`src/sv/bblc_pkg.sv`:
```
// Shared types and constants for the block buffer LRU cache.
// Used by bblc_seq and block_buffer_lru_cache; depends on nothing else.
package bblc_pkg;

    localparam int BBLC_NUM_SLOTS = 16;
    localparam int BLOCK_W        = 32;
    localparam int SLOT_W         = 4;

    // One request as captured from the input channel.
    typedef struct packed {
        logic [BLOCK_W-1:0] disk_block;
        logic               mark_dirty;
    } req_t;

    // One result item as handed to the output register.
    typedef struct packed {
        logic [SLOT_W-1:0]  slot;
        logic               hit;
        logic               fill_needed;
        logic               writeback_needed;
        logic [BLOCK_W-1:0] victim_block;
    } res_t;

endpackage

```
`src/sv/bblc_ram.sv`:
```
// Generic single-write, single-read RAM with a registered read port.
// Stand-alone; instanced by bblc_seq for the tag and recency stores.
module bblc_ram #(
    parameter int WIDTH = 32,
    parameter int DEPTH = 16
) (
    input  logic                     clk,
    input  logic                     we,
    input  logic [$clog2(DEPTH)-1:0] waddr,
    input  logic [WIDTH-1:0]         wdata,
    input  logic [$clog2(DEPTH)-1:0] raddr,
    output logic [WIDTH-1:0]         rdata
);

    logic [WIDTH-1:0] mem [DEPTH];

    always_ff @(posedge clk)
    begin
        if (we)
        begin
            mem[waddr] <= wdata;
        end
        rdata <= mem[raddr];
    end

endmodule

```
`src/sv/bblc_seq.sv`:
```
// Sequencer and datapath of the cache: tag scan, recency scan and shift.
// Depends on bblc_pkg and bblc_ram.
module bblc_seq #(
    parameter int NUM_SLOTS = bblc_pkg::BBLC_NUM_SLOTS
) (
    input  logic          clk,
    input  logic          rst_n,
    input  logic          start,
    input  bblc_pkg::req_t req,
    output logic          ready,
    output logic          res_valid,
    input  logic          res_take,
    output bblc_pkg::res_t res
);

    localparam int IW = $clog2(NUM_SLOTS);
    localparam int CW = $clog2(NUM_SLOTS + 1);
    localparam int BW = bblc_pkg::BLOCK_W;

    typedef enum logic [7:0] {
        ST_IDLE   = 8'b0000_0001,
        ST_TSCAN  = 8'b0000_0010,
        ST_OSCAN  = 8'b0000_0100,
        ST_VREAD  = 8'b0000_1000,
        ST_VTAG   = 8'b0001_0000,
        ST_SHIFT  = 8'b0010_0000,
        ST_FINISH = 8'b0100_0000,
        ST_DONE   = 8'b1000_0000
    } state_t;

    state_t         state_reg, state_next;
    logic [CW-1:0]  cnt_reg, cnt_next;
    logic [CW-1:0]  used_reg, used_next;
    logic [IW-1:0]  slot_reg, slot_next;
    logic           hit_reg, hit_next;
    logic           wb_reg, wb_next;
    logic [BW-1:0]  victim_reg, victim_next;
    logic [BW-1:0]  key_reg, key_next;
    logic           md_reg, md_next;
    logic [NUM_SLOTS-1:0] valid_reg, valid_next;
    logic [NUM_SLOTS-1:0] dirty_reg, dirty_next;

    logic           tag_we;
    logic [IW-1:0]  tag_waddr, tag_raddr;
    logic [BW-1:0]  tag_rdata;
    logic           ord_we;
    logic [IW-1:0]  ord_waddr, ord_raddr, ord_wdata;
    logic [IW-1:0]  ord_rdata;

    logic [CW-1:0]  cnt_dec, cnt_inc, used_dec;
    logic [IW-1:0]  prev_idx;
    logic           tag_match;

    bblc_ram #(.WIDTH(BW), .DEPTH(NUM_SLOTS)) u_tags (
        .clk   (clk),
        .we    (tag_we),
        .waddr (tag_waddr),
        .wdata (key_reg),
        .raddr (tag_raddr),
        .rdata (tag_rdata)
    );

    bblc_ram #(.WIDTH(IW), .DEPTH(NUM_SLOTS)) u_order (
        .clk   (clk),
        .we    (ord_we),
        .waddr (ord_waddr),
        .wdata (ord_wdata),
        .raddr (ord_raddr),
        .rdata (ord_rdata)
    );

    assign cnt_dec  = cnt_reg - CW'(1);
    assign cnt_inc  = cnt_reg + CW'(1);
    assign used_dec = used_reg - CW'(1);
    assign prev_idx = cnt_dec[IW-1:0];

    // The one comparator of the tag scan; it looks at the entry read last cycle.
    assign tag_match = (cnt_reg != '0) && valid_reg[prev_idx] && (tag_rdata == key_reg);

    always_comb
    begin
        state_next  = state_reg;
        cnt_next    = cnt_reg;
        used_next   = used_reg;
        slot_next   = slot_reg;
        hit_next    = hit_reg;
        wb_next     = wb_reg;
        victim_next = victim_reg;
        key_next    = key_reg;
        md_next     = md_reg;
        valid_next  = valid_reg;
        dirty_next  = dirty_reg;
        tag_we      = 1'b0;
        tag_waddr   = slot_reg;
        tag_raddr   = cnt_reg[IW-1:0];
        ord_we      = 1'b0;
        ord_waddr   = prev_idx;
        ord_wdata   = ord_rdata;
        ord_raddr   = cnt_reg[IW-1:0];

        case (state_reg)
            ST_IDLE:
            begin
                if (start)
                begin
                    key_next    = req.disk_block;
                    md_next     = req.mark_dirty;
                    cnt_next    = '0;
                    hit_next    = 1'b0;
                    wb_next     = 1'b0;
                    victim_next = '0;
                    state_next  = ST_TSCAN;
                end
            end
            ST_TSCAN:
            begin
                if (tag_match)
                begin
                    hit_next   = 1'b1;
                    slot_next  = prev_idx;
                    cnt_next   = '0;
                    state_next = ST_OSCAN;
                end
                else if (cnt_reg == CW'(NUM_SLOTS))
                begin
                    if (used_reg != CW'(NUM_SLOTS))
                    begin
                        // A slot that has never been used is taken first.
                        slot_next  = used_reg[IW-1:0];
                        used_next  = used_reg + CW'(1);
                        state_next = ST_FINISH;
                    end
                    else
                    begin
                        ord_raddr  = '0;
                        state_next = ST_VREAD;
                    end
                end
                else
                begin
                    cnt_next = cnt_inc;
                end
            end
            ST_OSCAN:
            begin
                if ((cnt_reg != '0) && (ord_rdata == slot_reg))
                begin
                    // The read of the next position is already in flight.
                    state_next = ST_SHIFT;
                end
                else if (cnt_reg == used_reg)
                begin
                    state_next = ST_FINISH;
                end
                else
                begin
                    cnt_next = cnt_inc;
                end
            end
            ST_VREAD:
            begin
                slot_next  = ord_rdata;
                tag_raddr  = ord_rdata;
                state_next = ST_VTAG;
            end
            ST_VTAG:
            begin
                wb_next     = dirty_reg[slot_reg];
                victim_next = dirty_reg[slot_reg] ? tag_rdata : '0;
                ord_raddr   = IW'(1);
                cnt_next    = CW'(1);
                state_next  = ST_SHIFT;
            end
            ST_SHIFT:
            begin
                if (cnt_reg < used_reg)
                begin
                    ord_we    = 1'b1;
                    ord_waddr = prev_idx;
                    ord_wdata = ord_rdata;
                    ord_raddr = cnt_inc[IW-1:0];
                    cnt_next  = cnt_inc;
                end
                else
                begin
                    state_next = ST_FINISH;
                end
            end
            ST_FINISH:
            begin
                ord_we    = 1'b1;
                ord_waddr = used_dec[IW-1:0];
                ord_wdata = slot_reg;
                if (hit_reg)
                begin
                    dirty_next[slot_reg] = dirty_reg[slot_reg] | md_reg;
                end
                else
                begin
                    tag_we               = 1'b1;
                    valid_next[slot_reg] = 1'b1;
                    dirty_next[slot_reg] = md_reg;
                end
                state_next = ST_DONE;
            end
            ST_DONE:
            begin
                if (res_take)
                begin
                    state_next = ST_IDLE;
                end
            end
            default:
            begin
                state_next = ST_IDLE;
            end
        endcase
    end

    always_ff @(posedge clk or negedge rst_n)
    begin
        if (!rst_n)
        begin
            state_reg <= ST_IDLE;
            used_reg  <= '0;
            valid_reg <= '0;
            dirty_reg <= '0;
        end
        else
        begin
            state_reg <= state_next;
            used_reg  <= used_next;
            valid_reg <= valid_next;
            dirty_reg <= dirty_next;
        end
    end

    always_ff @(posedge clk)
    begin
        cnt_reg    <= cnt_next;
        slot_reg   <= slot_next;
        hit_reg    <= hit_next;
        wb_reg     <= wb_next;
        victim_reg <= victim_next;
        key_reg    <= key_next;
        md_reg     <= md_next;
    end

    assign ready     = (state_reg == ST_IDLE);
    assign res_valid = (state_reg == ST_DONE);

    always_comb
    begin
        res.slot             = bblc_pkg::SLOT_W'(slot_reg);
        res.hit              = hit_reg;
        res.fill_needed      = ~hit_reg;
        res.writeback_needed = wb_reg;
        res.victim_block     = victim_reg;
    end

endmodule

```
`src/sv/block_buffer_lru_cache.sv`:
```
// Top level of the block buffer LRU cache: handshakes and the output register.
// Depends on bblc_pkg, bblc_seq and bblc_ram.
//
// Each input item names a disk block (disk_block) and says whether the caller
// will modify it (mark_dirty). The block answers every item with exactly one
// result item: the slot that now holds the block, hit or fill_needed, and on
// eviction of a dirty slot writeback_needed with the victim's block number.
// Both channels use valid and stall; an item moves on a rising edge where
// valid is high and stall is low.
// The sequencer works on one item at a time, so in_stall stays high from the
// edge that accepts an item until its result has entered the output register.
// The cost is set by one tag comparator and one recency RAM port: a tag scan that
// stops at the first match and otherwise covers all NUM_SLOTS tags, then on a
// hit a scan for the slot in the recency order, and on a hit or eviction a shift
// of that order, one entry a cycle. The sequencer is ready for the next item from
// the edge that loads the result into the output register. Items follow fastest
// on a hit on slot 0 with one slot in use, slower on a miss into a fresh slot and
// slowest on an eviction or a hit on the last slot of a full cache.
// Reset empties the cache at once: all slots invalid and clean, none used.
// If the receiver stalls, the result waits in the output register and the
// next result is held in the sequencer until the register is free.
module block_buffer_lru_cache #(
    parameter int NUM_SLOTS = bblc_pkg::BBLC_NUM_SLOTS
) (
    input  logic                         clk,
    input  logic                         rst_n,
    input  logic                         in_valid,
    output logic                         in_stall,
    input  logic [bblc_pkg::BLOCK_W-1:0] disk_block,
    input  logic                         mark_dirty,
    output logic                         out_valid,
    input  logic                         out_stall,
    output logic [bblc_pkg::SLOT_W-1:0]  slot,
    output logic                         hit,
    output logic                         fill_needed,
    output logic                         writeback_needed,
    output logic [bblc_pkg::BLOCK_W-1:0] victim_block
);

    bblc_pkg::req_t req;
    bblc_pkg::res_t res;
    bblc_pkg::res_t out_reg;
    logic           out_valid_reg;
    logic           seq_ready;
    logic           res_valid;
    logic           out_free;
    logic           start;

    // The sequencer takes a new item only when it is idle.
    assign in_stall = ~seq_ready;
    assign start    = in_valid & seq_ready;

    always_comb
    begin
        req.disk_block = disk_block;
        req.mark_dirty = mark_dirty;
    end

    // The output register can take a result when it is empty or being drained.
    assign out_free = ~out_valid_reg | ~out_stall;

    bblc_seq #(.NUM_SLOTS(NUM_SLOTS)) u_seq (
        .clk       (clk),
        .rst_n     (rst_n),
        .start     (start),
        .req       (req),
        .ready     (seq_ready),
        .res_valid (res_valid),
        .res_take  (out_free),
        .res       (res)
    );

    always_ff @(posedge clk or negedge rst_n)
    begin
        if (!rst_n)
        begin
            out_valid_reg <= 1'b0;
        end
        else if (res_valid && out_free)
        begin
            out_valid_reg <= 1'b1;
        end
        else if (!out_stall)
        begin
            out_valid_reg <= 1'b0;
        end
    end

    always_ff @(posedge clk)
    begin
        if (res_valid && out_free)
        begin
            out_reg <= res;
        end
    end

    assign out_valid        = out_valid_reg;
    assign slot             = out_reg.slot;
    assign hit              = out_reg.hit;
    assign fill_needed      = out_reg.fill_needed;
    assign writeback_needed = out_reg.writeback_needed;
    assign victim_block     = out_reg.victim_block;

endmodule
```
`config.mk`:
```
export PLATFORM = sky130hd
export DESIGN_NAME = block_buffer_lru_cache
export DESIGN_NICKNAME = d
export VERILOG_FILES = /design/src/sv/bblc_pkg.sv /design/src/sv/bblc_ram.sv /design/src/sv/bblc_seq.sv /design/src/sv/block_buffer_lru_cache.sv
export SDC_FILE = /design/constraint.sdc
export NUM_CORES = 1
export LEC_CHECK = 0
export BUFFER_PORTS_ARGS = -buffer_cell sky130_fd_sc_hd__buf_2
export CORE_MARGIN = 2
export CORE_UTILIZATION = 41
export DETAILED_ROUTE_END_ITERATION = 8
export GPL_TIMING_DRIVEN = 0
export PLACE_DENSITY = 0.6
export SYNTH_ARGS = -nofsm -noshare
export SYNTH_HDL_FRONTEND = slang
export SYNTH_HIERARCHICAL = 1
export SYNTH_SLANG_ARGS = --single-unit
```
`constraint.sdc`:
```
create_clock -name clk -period 4.7 [get_ports clk]
set_clock_uncertainty 0.1 [all_clocks]
set_input_delay 0.94 -clock clk [delete_from_list [all_inputs] [get_ports clk]]
set_output_delay 0.94 -clock clk [all_outputs]
set_load 0.05 [all_outputs]
```
==> results.txt, run 1 <==
Clock slew at reported path FFs: 60 ps
RSZ-0062 raised after global routing: false
Routed Antenna Nets: 0
Gr usage total: 17.8%
Sequential area share after synthesis: 76.4%
Cell internal pwr: 0.0136 W
Setup slack, reg-to-reg: 250 ps
Fin crit period: 4450 ps
Yosys warning count: 6
Nets: 1,698
Max reg flops: 512
Final worst path period share: 94.7%
Fmax: 225 MHz
Placed inst area: 31,800 µm²
Pwr dens: 560 nW/µm²
Worst-skew pair later-pin latency: 630 ps
Leakage: 11.4 nW
Pin count of the biggest net entering global routing: 47
Commonest non-fill, non-tap cell in the layout: edfxtp_1
Iter 0 DRT Violations: 1,323
Combinational Power Share: 23.2%
Layout Cells excl Fill: 2,668
Worst slew pin tran: 1160 ps
EDFF count, synth: 691
CTS tree: done
Main synth FF type: edfxtp_1
Cell count after synthesis: 1,462
Via density: 5.44
Flop pwr share: 44.6%
Mapped cell area: 29,600 µm²
CP endpoint kind: flop
Sw Share: 29.3%
Worst VDD drop: 282 µV
Run status: finished, final reports clean
Post-synth cell types: 57
Critical Path Source Type: flop
WHS: 315 ps
Std-Cell Rows: 98
Sw power: 0.00564 W
H-tree depth: 3
Root Buffer: clkbuf_16
Initial antenna violation count: 2
Synth Register Bits: 773
Pwr Total: 0.0193 W
IO Pins: 78
Residual DRC: 0
Layout cells sized above 1: 25.7%
Die area: 74,300 µm²
Layout area overhead: 16.4%
Maxcap violations: 0
Ys async rst share: 5.95%
Die Wd: 273 µm
First-pass GRT wire length: 96.5 mm
Inst Count DP: 2,517
Final HPWL DP: 43.2 mm
Overflow left after global routing: 0
Area of all placed cells without fillers: 34,400 µm²
Most frequent cells in the layout: edfxtp_1, mux4_2, buf_2
Routed len/inst: 24.5 µm
Mapped Avg Cell Area: 20.2 µm²
Largest regs: u_seq/u_tags/mem (512), u_seq/u_order/mem (64)
Total CTS buffers: 81
CP arrival: 4860 ps
Vias in the first global route: 14,900
Clock power frac: 32.1%
Core area: 71,500 µm²
Clock Tree Buf Depth: 3
Initial Util: 41.4%
Crit Path Class: flop to flop
Rel. slew slack: 22.3%
Clock sinks: 773
Final Max Slew Viols: 0
Drt first pass iters: 5
GP Congestion: 0.807
# diodes: 0
Largest Register: u_seq/u_tags/mem
Hold WC Path Type: flop to flop
Final core utilization: 48.2%
Port Buf Inserts: 77
Die height: 273 µm
Post-CTS setup buffer count: 0
Final Setup Violations: 0
Vias post-DR: 14,500
Critical Path Fanout Max: 10
Mapped Nets: 1,510
Final Hold Viols: 0
Req. time, crit path: 5110 ps
Final wirelength: 65.4 mm
routing by layer:
| layer | vias up | share of wire [%] | GRT usage [%] |
|---|---|---|---|
| met5 | - | 0 | 0 |
| met4 | 0 | 2.0 | 5.09 |
| met3 | 92 | 6.7 | 3.49 |
| met2 | 465 | 48 | 28.6 |
| met1 | 7658 | 43 | 24.9 |
| li1 | 6311 | - | - |
synth_stat cells, drive strengths merged, types with 18 or more instances:
cell type | instances | area (µm²)
nor2 | 57 | 214
xnor2 | 44 | 385
mux2 | 26 | 293
edfxtp | 691 | 20700
and2 | 36 | 225
nand2 | 56 | 210
dfrtp | 45 | 1130
buf | 40 | 258
dfxtp | 36 | 721
nor3 | 18 | 95.1
a22oi | 68 | 510
clkbuf | 25 | 93.8
mux4 | 154 | 3530
power by group through the flow:
stage	Sequential, W	Combinational (W)	Clock, W
after global routing	0.00867	0.00483	0.00659
after floorplan	0.00859	0.00312	0
after CTS	0.00861	0.00453	0.00634
after detailed placement	0.00875	0.00450	0
final	0.00860	0.00448	0.00620
after global placement	0.00873	0.00443	0
cell families (layout without fill, tap and decap cells):
family / Yosys count / count (layout) / synth area share [%]
buffers and inverters: 81 / 337 / 1.39
muxes: 186 / 186 / 13.1
AOI/OAI and AO/OA: 120 / 120 / 2.98
xor gates and xnor gates: 48 / 48 / 1.42
DFF: 773 / 773 / 76.4
and+or+nand+nor: 243 / 243 / 4.17
adders and majority gates: 11 / 11 / 0.465
critical path: stages (launching register included):
cell      delay (ps)
edfxtp_1         470
buf_6            200
inv_1            120
ha_1             530
mux4_2           280
mux4_2           310
nand4_2          280
buf_6            270
a211oi_1         240
a221o_1          170
clkbuf_1         320
buf_2            330
mux4_2           370
a22oi_1          210
nand3_1          110
path summary, 6_finish.rpt:
path / from / end / cells after the start
worst max-delay path: u_seq/cnt_reg[0] / u_seq/u_order/rdata[2] / 14
worst min-delay path: u_seq/victim_reg[13] / victim_block[13] / 0
worst max register to register: u_seq/cnt_reg[0] / u_seq/u_order/rdata[2] / 14
worst min register to register: u_seq/victim_reg[13] / victim_block[13] / 0
max in group asynchronous: rst_n / u_seq/dirty_reg[7] / 1
min in group asynchronous: rst_n / out_valid / 1
per-stage QoR:
stage	setup TNS (ps)	worst slack (ps)
floorplan	0	215
global placement	-619240	-2930
detailed placement	-224	-138
CTS	0	20.7
global route	0	14.3
finish	0	248
timing repair:
| action | CTS | global route |
|---|---|---|
| hold buffers | 0 | 0 |
| endpoints found under the setup margin | 4 | 2 |
| gates resized for setup | 2 | 2 |
area by class of cell:
type | instances | area, µm²
buffer | 65 | 352
clock buffer | 103 | 2190
clock inverter | 48 | 420
fill | 5816 | 37000
inverter | 16 | 60.1
multi-input combinational | 608 | 6720
sequential | 773 | 22600
tap | 950 | 1190
timing repair buffer | 105 | 887
Note: power is estimated with default switching activity, not from simulation.
==> inputs of run 2 (changes only) <==
--- a/config.mk
+++ b/config.mk
@@ -8,2 +8,3 @@
 export BUFFER_PORTS_ARGS = -buffer_cell sky130_fd_sc_hd__buf_2
+export CAP_MARGIN = 20
 export CORE_MARGIN = 2
==> constraint.sdc (replaced) <==
create_clock -name clk -period 4.7 [get_ports clk]
set_clock_uncertainty 0.1 [all_clocks]
set_input_delay 0.47 -clock clk [delete_from_list [all_inputs] [get_ports clk]]
set_output_delay 0.47 -clock clk [all_outputs]
set_load 0.05 [all_outputs]
==> run 2 against run 1 <==
  * Cell area grew 1.4%
  * Fmax shrank 1.4%
  * Utilization grew 0.69 points
  * Final cell count grew 1.4%
  * Clock power grew 3%
  * Count of clock-buffer cells in the layout grew 5
  * Sequential share of layout area shrank 0.92 points
  * Sequential power is essentially flat
  * Sequential cell count is the same
  * Hold slack lost 150 ps
  * Combinational power is essentially flat
  * First-iteration DRC count shrank 2.9%
  * Critical endpoint unchanged
  * Largest cell class unchanged
==> results.txt, run 2 (synthesis results as in run 1) <==
Clock sinks: 773 (unchanged)
Post-CTS setup buffer count: 0 (unchanged)
GR Util met3: 3.50% (was 3.49%)
Root Buffer: clkbuf_16 (unchanged)
Worst VDD drop: 294 µV (was 282 µV)
Pwr dens: 558 nW/µm² (was 560 nW/µm²)
Final Max Slew Viols: 0 (unchanged)
Fmax: 222 MHz (was 225 MHz)
Port Buf Inserts: 77 (unchanged)
Dpl ws: -188 ps (was -138 ps)
Worst slew pin tran: 1030 ps (was 1160 ps)
Final worst path period share: 96.0% (was 94.7%)
Final Hold Viols: 0 (unchanged)
Worst-skew pair later-pin latency: 630 ps (about the same)
Most frequent cells in the layout: edfxtp_1, mux4_2, buf_2 (unchanged)
H-tree depth: 3 (unchanged)
IO Pins: 78 (unchanged)
Rel. slew slack: 30.9% (was 22.3%)
Clock slew at reported path FFs: 60 ps (about the same)
Req. time, crit path: 5110 ps (about the same)
Iter 0 DRT Violations: 1,285 (was 1,323)
Leakage: 11.6 nW (was 11.4 nW)
Final core utilization: 48.9% (was 48.2%)
Max reg flops: 512 (unchanged)
Crit Path Class: flop to flop (unchanged)
Run status: finished, final reports clean (unchanged)
Capturing point of the worst reg2reg path: u_seq/u_order/rdata[2] (unchanged)
Commonest non-fill, non-tap cell in the layout: edfxtp_1 (unchanged)
Largest Register: u_seq/u_tags/mem (unchanged)
CP arrival: 4920 ps (was 4860 ps)
Layout area overhead: 18.0% (was 16.4%)
Met2 Use GR: 28.7% (was 28.6%)
Critical Path Source Type: flop (unchanged)
First-pass GRT wire length: 97.0 mm (was 96.5 mm)
Vias post-DR: 14,600 (was 14,500)
Reg-to-reg startpoint: u_seq/key_reg[30] (was u_seq/cnt_reg[0])
Die height: 273 µm (unchanged)
Hold WC Path Type: primary input to asynchronous set/reset pin (was flop to flop)
Total CTS buffers: 81 (unchanged)
CTS tree: done (unchanged)
Drt first pass iters: 5 (unchanged)
Critical Path Fanout Max: 17 (was 10)
Final Setup Violations: 0 (unchanged)
GRT Max-Usage Layer: met2 (unchanged)
Overflow left after global routing: 0 (unchanged)
Final wirelength: 65.8 mm (was 65.4 mm)
Initial Util: 41.4% (unchanged)
Nets: 1,736 (was 1,698)
Via density: 5.38 (was 5.44)
R2R cell count: 12 (was 14)
WHS: 168 ps (was 315 ps)
Residual DRC: 0 (unchanged)
GP Congestion: 0.807 (unchanged)
Final Worst Setup Slack: 186 ps (was 248 ps)
Pin count of the biggest net entering global routing: 47 (unchanged)
Routed Antenna Nets: 0 (unchanged)
Maxcap violations: 0 (unchanged)
Core area: 71,500 µm² (unchanged)
Die Wd: 273 µm (unchanged)
Final HPWL DP: 43.4 mm (was 43.2 mm)
Vias in the first global route: 14,900 (about the same)
Clock Tree Buf Depth: 3 (unchanged)
Die area: 74,300 µm² (unchanged)
Placed inst area: 31,800 µm² (about the same)
RSZ-0062 raised after global routing: false (unchanged)
Routed len/inst: 24.3 µm (was 24.5 µm)
Largest regs: u_seq/u_tags/mem (512), u_seq/u_order/mem (64) (unchanged)
Layout cells sized above 1: 25.7% (about the same)
Setup slack, reg-to-reg: 190 ps (was 250 ps)
Area of all placed cells without fillers: 34,900 µm² (was 34,400 µm²)
Gr usage total: 17.9% (was 17.8%)
Initial antenna violation count: 3 (was 2)
Final TNS setup: 0 ps (unchanged)
Fin crit period: 4510 ps (was 4450 ps)
CP endpoint kind: flop (unchanged)
Std-Cell Rows: 98 (unchanged)
# diodes: 0 (unchanged)
Met1 Use GR: 25.1% (was 24.9%)
[run 2: cell types whose count changed in the layout (fill, tap and decap cells not counted), moves of 2 or more]
cell,delta
inv_6,+2
dlygate4sd3_1,+35
clkinv_1,-9
clkbuf_1,+3
clkbuf_8,+3
bufinv_16,+3
[run 2: timing repair]
action                     CTS  global route
hold endpoints to repair    79             0
hold buffers                35             0
resized for setup            4             1
setup endpoints to repair    4             2
[run 2: critical path: stages (launching register included)]
cell and delay, ps:
edfxtp_1 640, xnor2_1 570, nand4_1 140, nor3_1 540
nand4_2 370, buf_6 260, a211oi_1 240, a221o_1 170
clkbuf_1 330, buf_2 340, mux4_2 360, a22oi_1 210
nand3_1 100
[run 2: final cells by class]
| class | count | area [µm²] |
|---|---|---|
| buffer | 65 | 352 |
| clock buffer | 108 | 2220 |
| clock inverter | 42 | 467 |
| fill | 5758 | 36600 |
| inverter | 16 | 60.1 |
| multi-input combinational | 608 | 6720 |
| sequential | 773 | 22600 |
| tap | 950 | 1190 |
| timing repair buffer | 143 | 1300 |
[run 2: report_power, final]
group          total, W  leakage (nW)  internal, W  switching (W)
sequential      0.00861          7.18      0.00817       0.000443
combinational   0.00451          3.15      0.00194        0.00258
clock           0.00636          1.31      0.00374        0.00262
total            0.0195          11.6       0.0139        0.00564
[run 2: layer usage]
layer,up-vias,routed length [µm]
met5,-,7
li1,6391,-
met3,81,4300
met2,407,31500
met1,7685,28600
met4,2,1310
[run 2: how the worst max path moves through the flow]
stage | from | to | slack, ps | cells past startpoint
after global routing | u_seq/cnt_reg[0] | u_seq/u_order/rdata[2] | 60 | 14
after global placement | u_seq/state_reg[4] | u_seq/u_tags/mem[12][14] | -2930 | 7
after CTS | u_seq/key_reg[15] | u_seq/u_order/rdata[2] | 100 | 12
after floorplan | u_seq/state_reg[4] | u_seq/u_tags/mem[12][0] | 210 | 7
final | u_seq/key_reg[30] | u_seq/u_order/rdata[2] | 190 | 12
after detailed placement | u_seq/key_reg[23] | u_seq/u_order/rdata[2] | -190 | 12
[run 2: metrics by stage]
stage / power [W] / std cells
finish: 0.0195 / 2705
global route: 0.0203 / 2705
CTS: 0.0197 / 2704
detailed placement: 0.0132 / 2519
global placement: 0.0132 / 2489
floorplan: 0.0117 / 1462
==> inputs of run 3 (changes only) <==
Settings changed: PLACE_DENSITY 0.6 to 0.58, TNS_END_PERCENT from default to 30.
Clock period 4.7 ns to 4.79 ns, I/O delays scaled along.
==> run 3 against run 2 <==
  * Global-route usage fell by 0.066 points
  * Die area stayed put
  * Utilization fell by 0.13 points
  * Sequential share of layout area increased by 0.17 points
  * First-iteration DRC count fell by 2.3%
  * Sequential power down 2%
  * Register-to-register slack better by 120 ps
  * Cell area decreased by 0.26%
  * Count of clock-buffer cells in the layout increased by 11
  * Non-clock buffer count shrank 1
  * Wire length down 0.66%
  * Power decreased by 2.5%
==> results.txt, run 3 (synthesis results as in run 1) <==
Run status: finished, final reports clean (unchanged)
Pwr dens: 545 nW/µm² (was 558 nW/µm²)
Pwr Total: 0.0190 W (was 0.0195 W)
Vias in the first global route: 14,900 (about the same)
Capturing point of the worst reg2reg path: u_seq/u_order/rdata[2] (unchanged)
Slowest cell delay on critical path: 620 ps (was 640 ps)
H-tree depth: 3 (unchanged)
Leakage: 11.6 nW (about the same)
Max reg flops: 512 (unchanged)
Iter 0 DRT Violations: 1,256 (was 1,285)
Die area: 74,300 µm² (unchanged)
Flop pwr share: 44.4% (was 44.2%)
Fmax: 223 MHz (was 222 MHz)
Launch point of the worst path: u_seq/key_reg[15] (was u_seq/key_reg[30])
Final wirelength: 65.3 mm (was 65.8 mm)
Worst-skew pair later-pin latency: 630 ps (about the same)
Critical Path Source Type: flop (unchanged)
Reg-to-reg startpoint: u_seq/key_reg[15] (was u_seq/key_reg[30])
Placed inst area: 31,800 µm² (about the same)
Core area: 71,500 µm² (unchanged)
Overflow left after global routing: 0 (unchanged)
Layout cells sized above 1: 25.3% (was 25.7%)
Final Setup Violations: 0 (unchanged)
Die height: 273 µm (unchanged)
Combinational Power Share: 23.2% (about the same)
CP endpoint kind: flop (unchanged)
Clock power frac: 32.4% (was 32.6%)
Rel. slew slack: 27.6% (was 30.9%)
CTS tree: done (unchanged)
Critical-path cell list: xnor2_1, nand4_1, nor3_1, nand4_2, buf_6, a211oi_1, a221o_1, clkbuf_1, buf_2, mux4_2, a22oi_1, nand3_1 (unchanged)
Drt first pass iters: 5 (unchanged)
Maxcap violations: 0 (unchanged)
Final HPWL DP: 42.8 mm (was 43.4 mm)
Nets: 1,736 (unchanged)
Sw Share: 29.0% (was 28.9%)
GP Congestion: 0.811 (was 0.807)
Worst slew pin tran: 1080 ps (was 1030 ps)
IO Pins: 78 (unchanged)
Clock slew at reported path FFs: 60 ps (about the same)
Sw power: 0.00551 W (was 0.00564 W)
Critical Path Fanout Max: 17 (unchanged)
Req. time, crit path: 5180 ps (was 5110 ps)
Std-Cell Rows: 98 (unchanged)
Cell internal pwr: 0.0135 W (was 0.0139 W)
Layout area overhead: 17.7% (was 18.0%)
Hold WC Path Type: primary input to asynchronous set/reset pin (unchanged)
Area of all placed cells without fillers: 34,800 µm² (was 34,900 µm²)
R2R cell count: 12 (unchanged)
Vias post-DR: 14,500 (was 14,600)
Pin count of the biggest net entering global routing: 47 (unchanged)
Clock sinks: 773 (unchanged)
Largest regs: u_seq/u_tags/mem (512), u_seq/u_order/mem (64) (unchanged)
Initial Util: 41.4% (unchanged)
Via density: 5.36 (was 5.38)
Die Wd: 273 µm (unchanged)
Residual DRC: 0 (unchanged)
Setup slack, reg-to-reg: 310 ps (was 190 ps)
Crit Path Class: flop to flop (unchanged)
Fin crit period: 4480 ps (was 4510 ps)
RSZ-0062 raised after global routing: false (unchanged)
Clock Tree Buf Depth: 3 (unchanged)
Crit path to: u_seq/u_order/rdata[2] (unchanged)
Port Buf Inserts: 77 (unchanged)
Final Max Slew Viols: 0 (unchanged)
WHS: 188 ps (was 168 ps)
Total CTS buffers: 82 (was 81)
Filler cells: 5,871 (was 5,758)
Final Hold Viols: 0 (unchanged)
Slowest CP cell: edfxtp_1 (unchanged)
Root Buffer: clkbuf_16 (unchanged)
Initial antenna violation count: 1 (was 3)
Commonest non-fill, non-tap cell in the layout: edfxtp_1 (unchanged)
Gr usage total: 17.9% (about the same)
First-pass GRT wire length: 96.9 mm (was 97.0 mm)
Worst VDD drop: 252 µV (was 294 µV)
CP arrival: 4870 ps (was 4920 ps)
# diodes: 0 (unchanged)
Routed len/inst: 24.2 µm (was 24.3 µm)
Most frequent cells in the layout: edfxtp_1, mux4_2, buf_2 (unchanged)
Routed Antenna Nets: 0 (unchanged)
Final worst path period share: 93.6% (was 96.0%)
Largest Register: u_seq/u_tags/mem (unchanged)
## run 3: changes by cell type in the layout (fill, tap and decap cells not counted), sizes merged
cell / previous run / this run
clkbuf: 133 / 144
bufinv: 7 / 4
clkinvlp: 3 / 0
inv: 19 / 16
clkinv: 29 / 27
buf: 148 / 147
## run 3: what timing repair did
| action | 4_1_cts | 5_1_grt |
|---|---|---|
| resized for setup | 1 | 3 |
| setup buffers | 0 | 0 |
| pin swaps | 0 | 0 |
| endpoints found under the setup margin | 1 | 2 |
| endpoints found under the hold margin | 79 | 0 |
| hold buffers | 35 | 0 |
## run 3: final cells by class
type                       instances  area (µm²)  share of cell area, %
buffer                            65         352                   1.01
tap                              950        1190                   3.41
sequential                       773       22600                   64.9
multi-input combinational        608        6720                   19.3
clock buffer                     119        2300                   6.61
inverter                          16        60.1                  0.172
clock inverter                    31         337                  0.966
timing repair buffer             142        1260                   3.62
## run 3: metrics by stage
step	setup WS (ps)	utilization (%)	instances	TNS, ps
2_1_floorplan	305	-	1462	0
3_3_place_gp	-2730	43.6	2489	-566220
3_5_place_dp	-17.0	44.5	2518	-17.0
4_1_cts	177	48.7	2703	0
5_1_grt	11.5	48.7	2704	0
6_report	307	48.7	2704	0
## run 3: layer usage
metal / track usage [%] / part of all wire (%) / vias to the layer above
met5: 0 / 0 / -
met2: 28.9 / 48 / 441
met3: 3.42 / 6.5 / 81
met1: 24.9 / 43 / 7593
met4: 4.96 / 1.9 / 0
li1: - / - / 6380
## run 3: power by group through the flow
| stage | combinational, W | sequential, W | clock [W] |
|---|---|---|---|
| after floorplan | 0.00306 | 0.00843 | 0 |
| after global placement | 0.00435 | 0.00856 | 0 |
| after detailed placement | 0.00443 | 0.00858 | 0 |
| after CTS | 0.00447 | 0.00845 | 0.00631 |
| after global routing | 0.00479 | 0.00851 | 0.00657 |
| final | 0.00441 | 0.00844 | 0.00615 |
## run 3: worst min-delay path by stage
stage / end / slack [ps] / cells past startpoint
floorplan: out_valid / 80 / 0
global placement: victim_block[29] / 300 / 0
detailed placement: victim_block[18] / 300 / 0
CTS: victim_block[8] / 320 / 0
global route: u_seq/valid_reg[8] / 210 / 2
finish: u_seq/state_reg[1] / 190 / 2
## run 3: worst max-delay path, delay by kind of cell (launching register included)
family	cells	cell delay (ps)
XOR/XNOR	1	550
flip-flops	1	620
AND/OR/NAND/NOR	4	1130
AO/OA/AOI/OAI	3	610
buffers and inverters	3	920
multiplexers	1	380
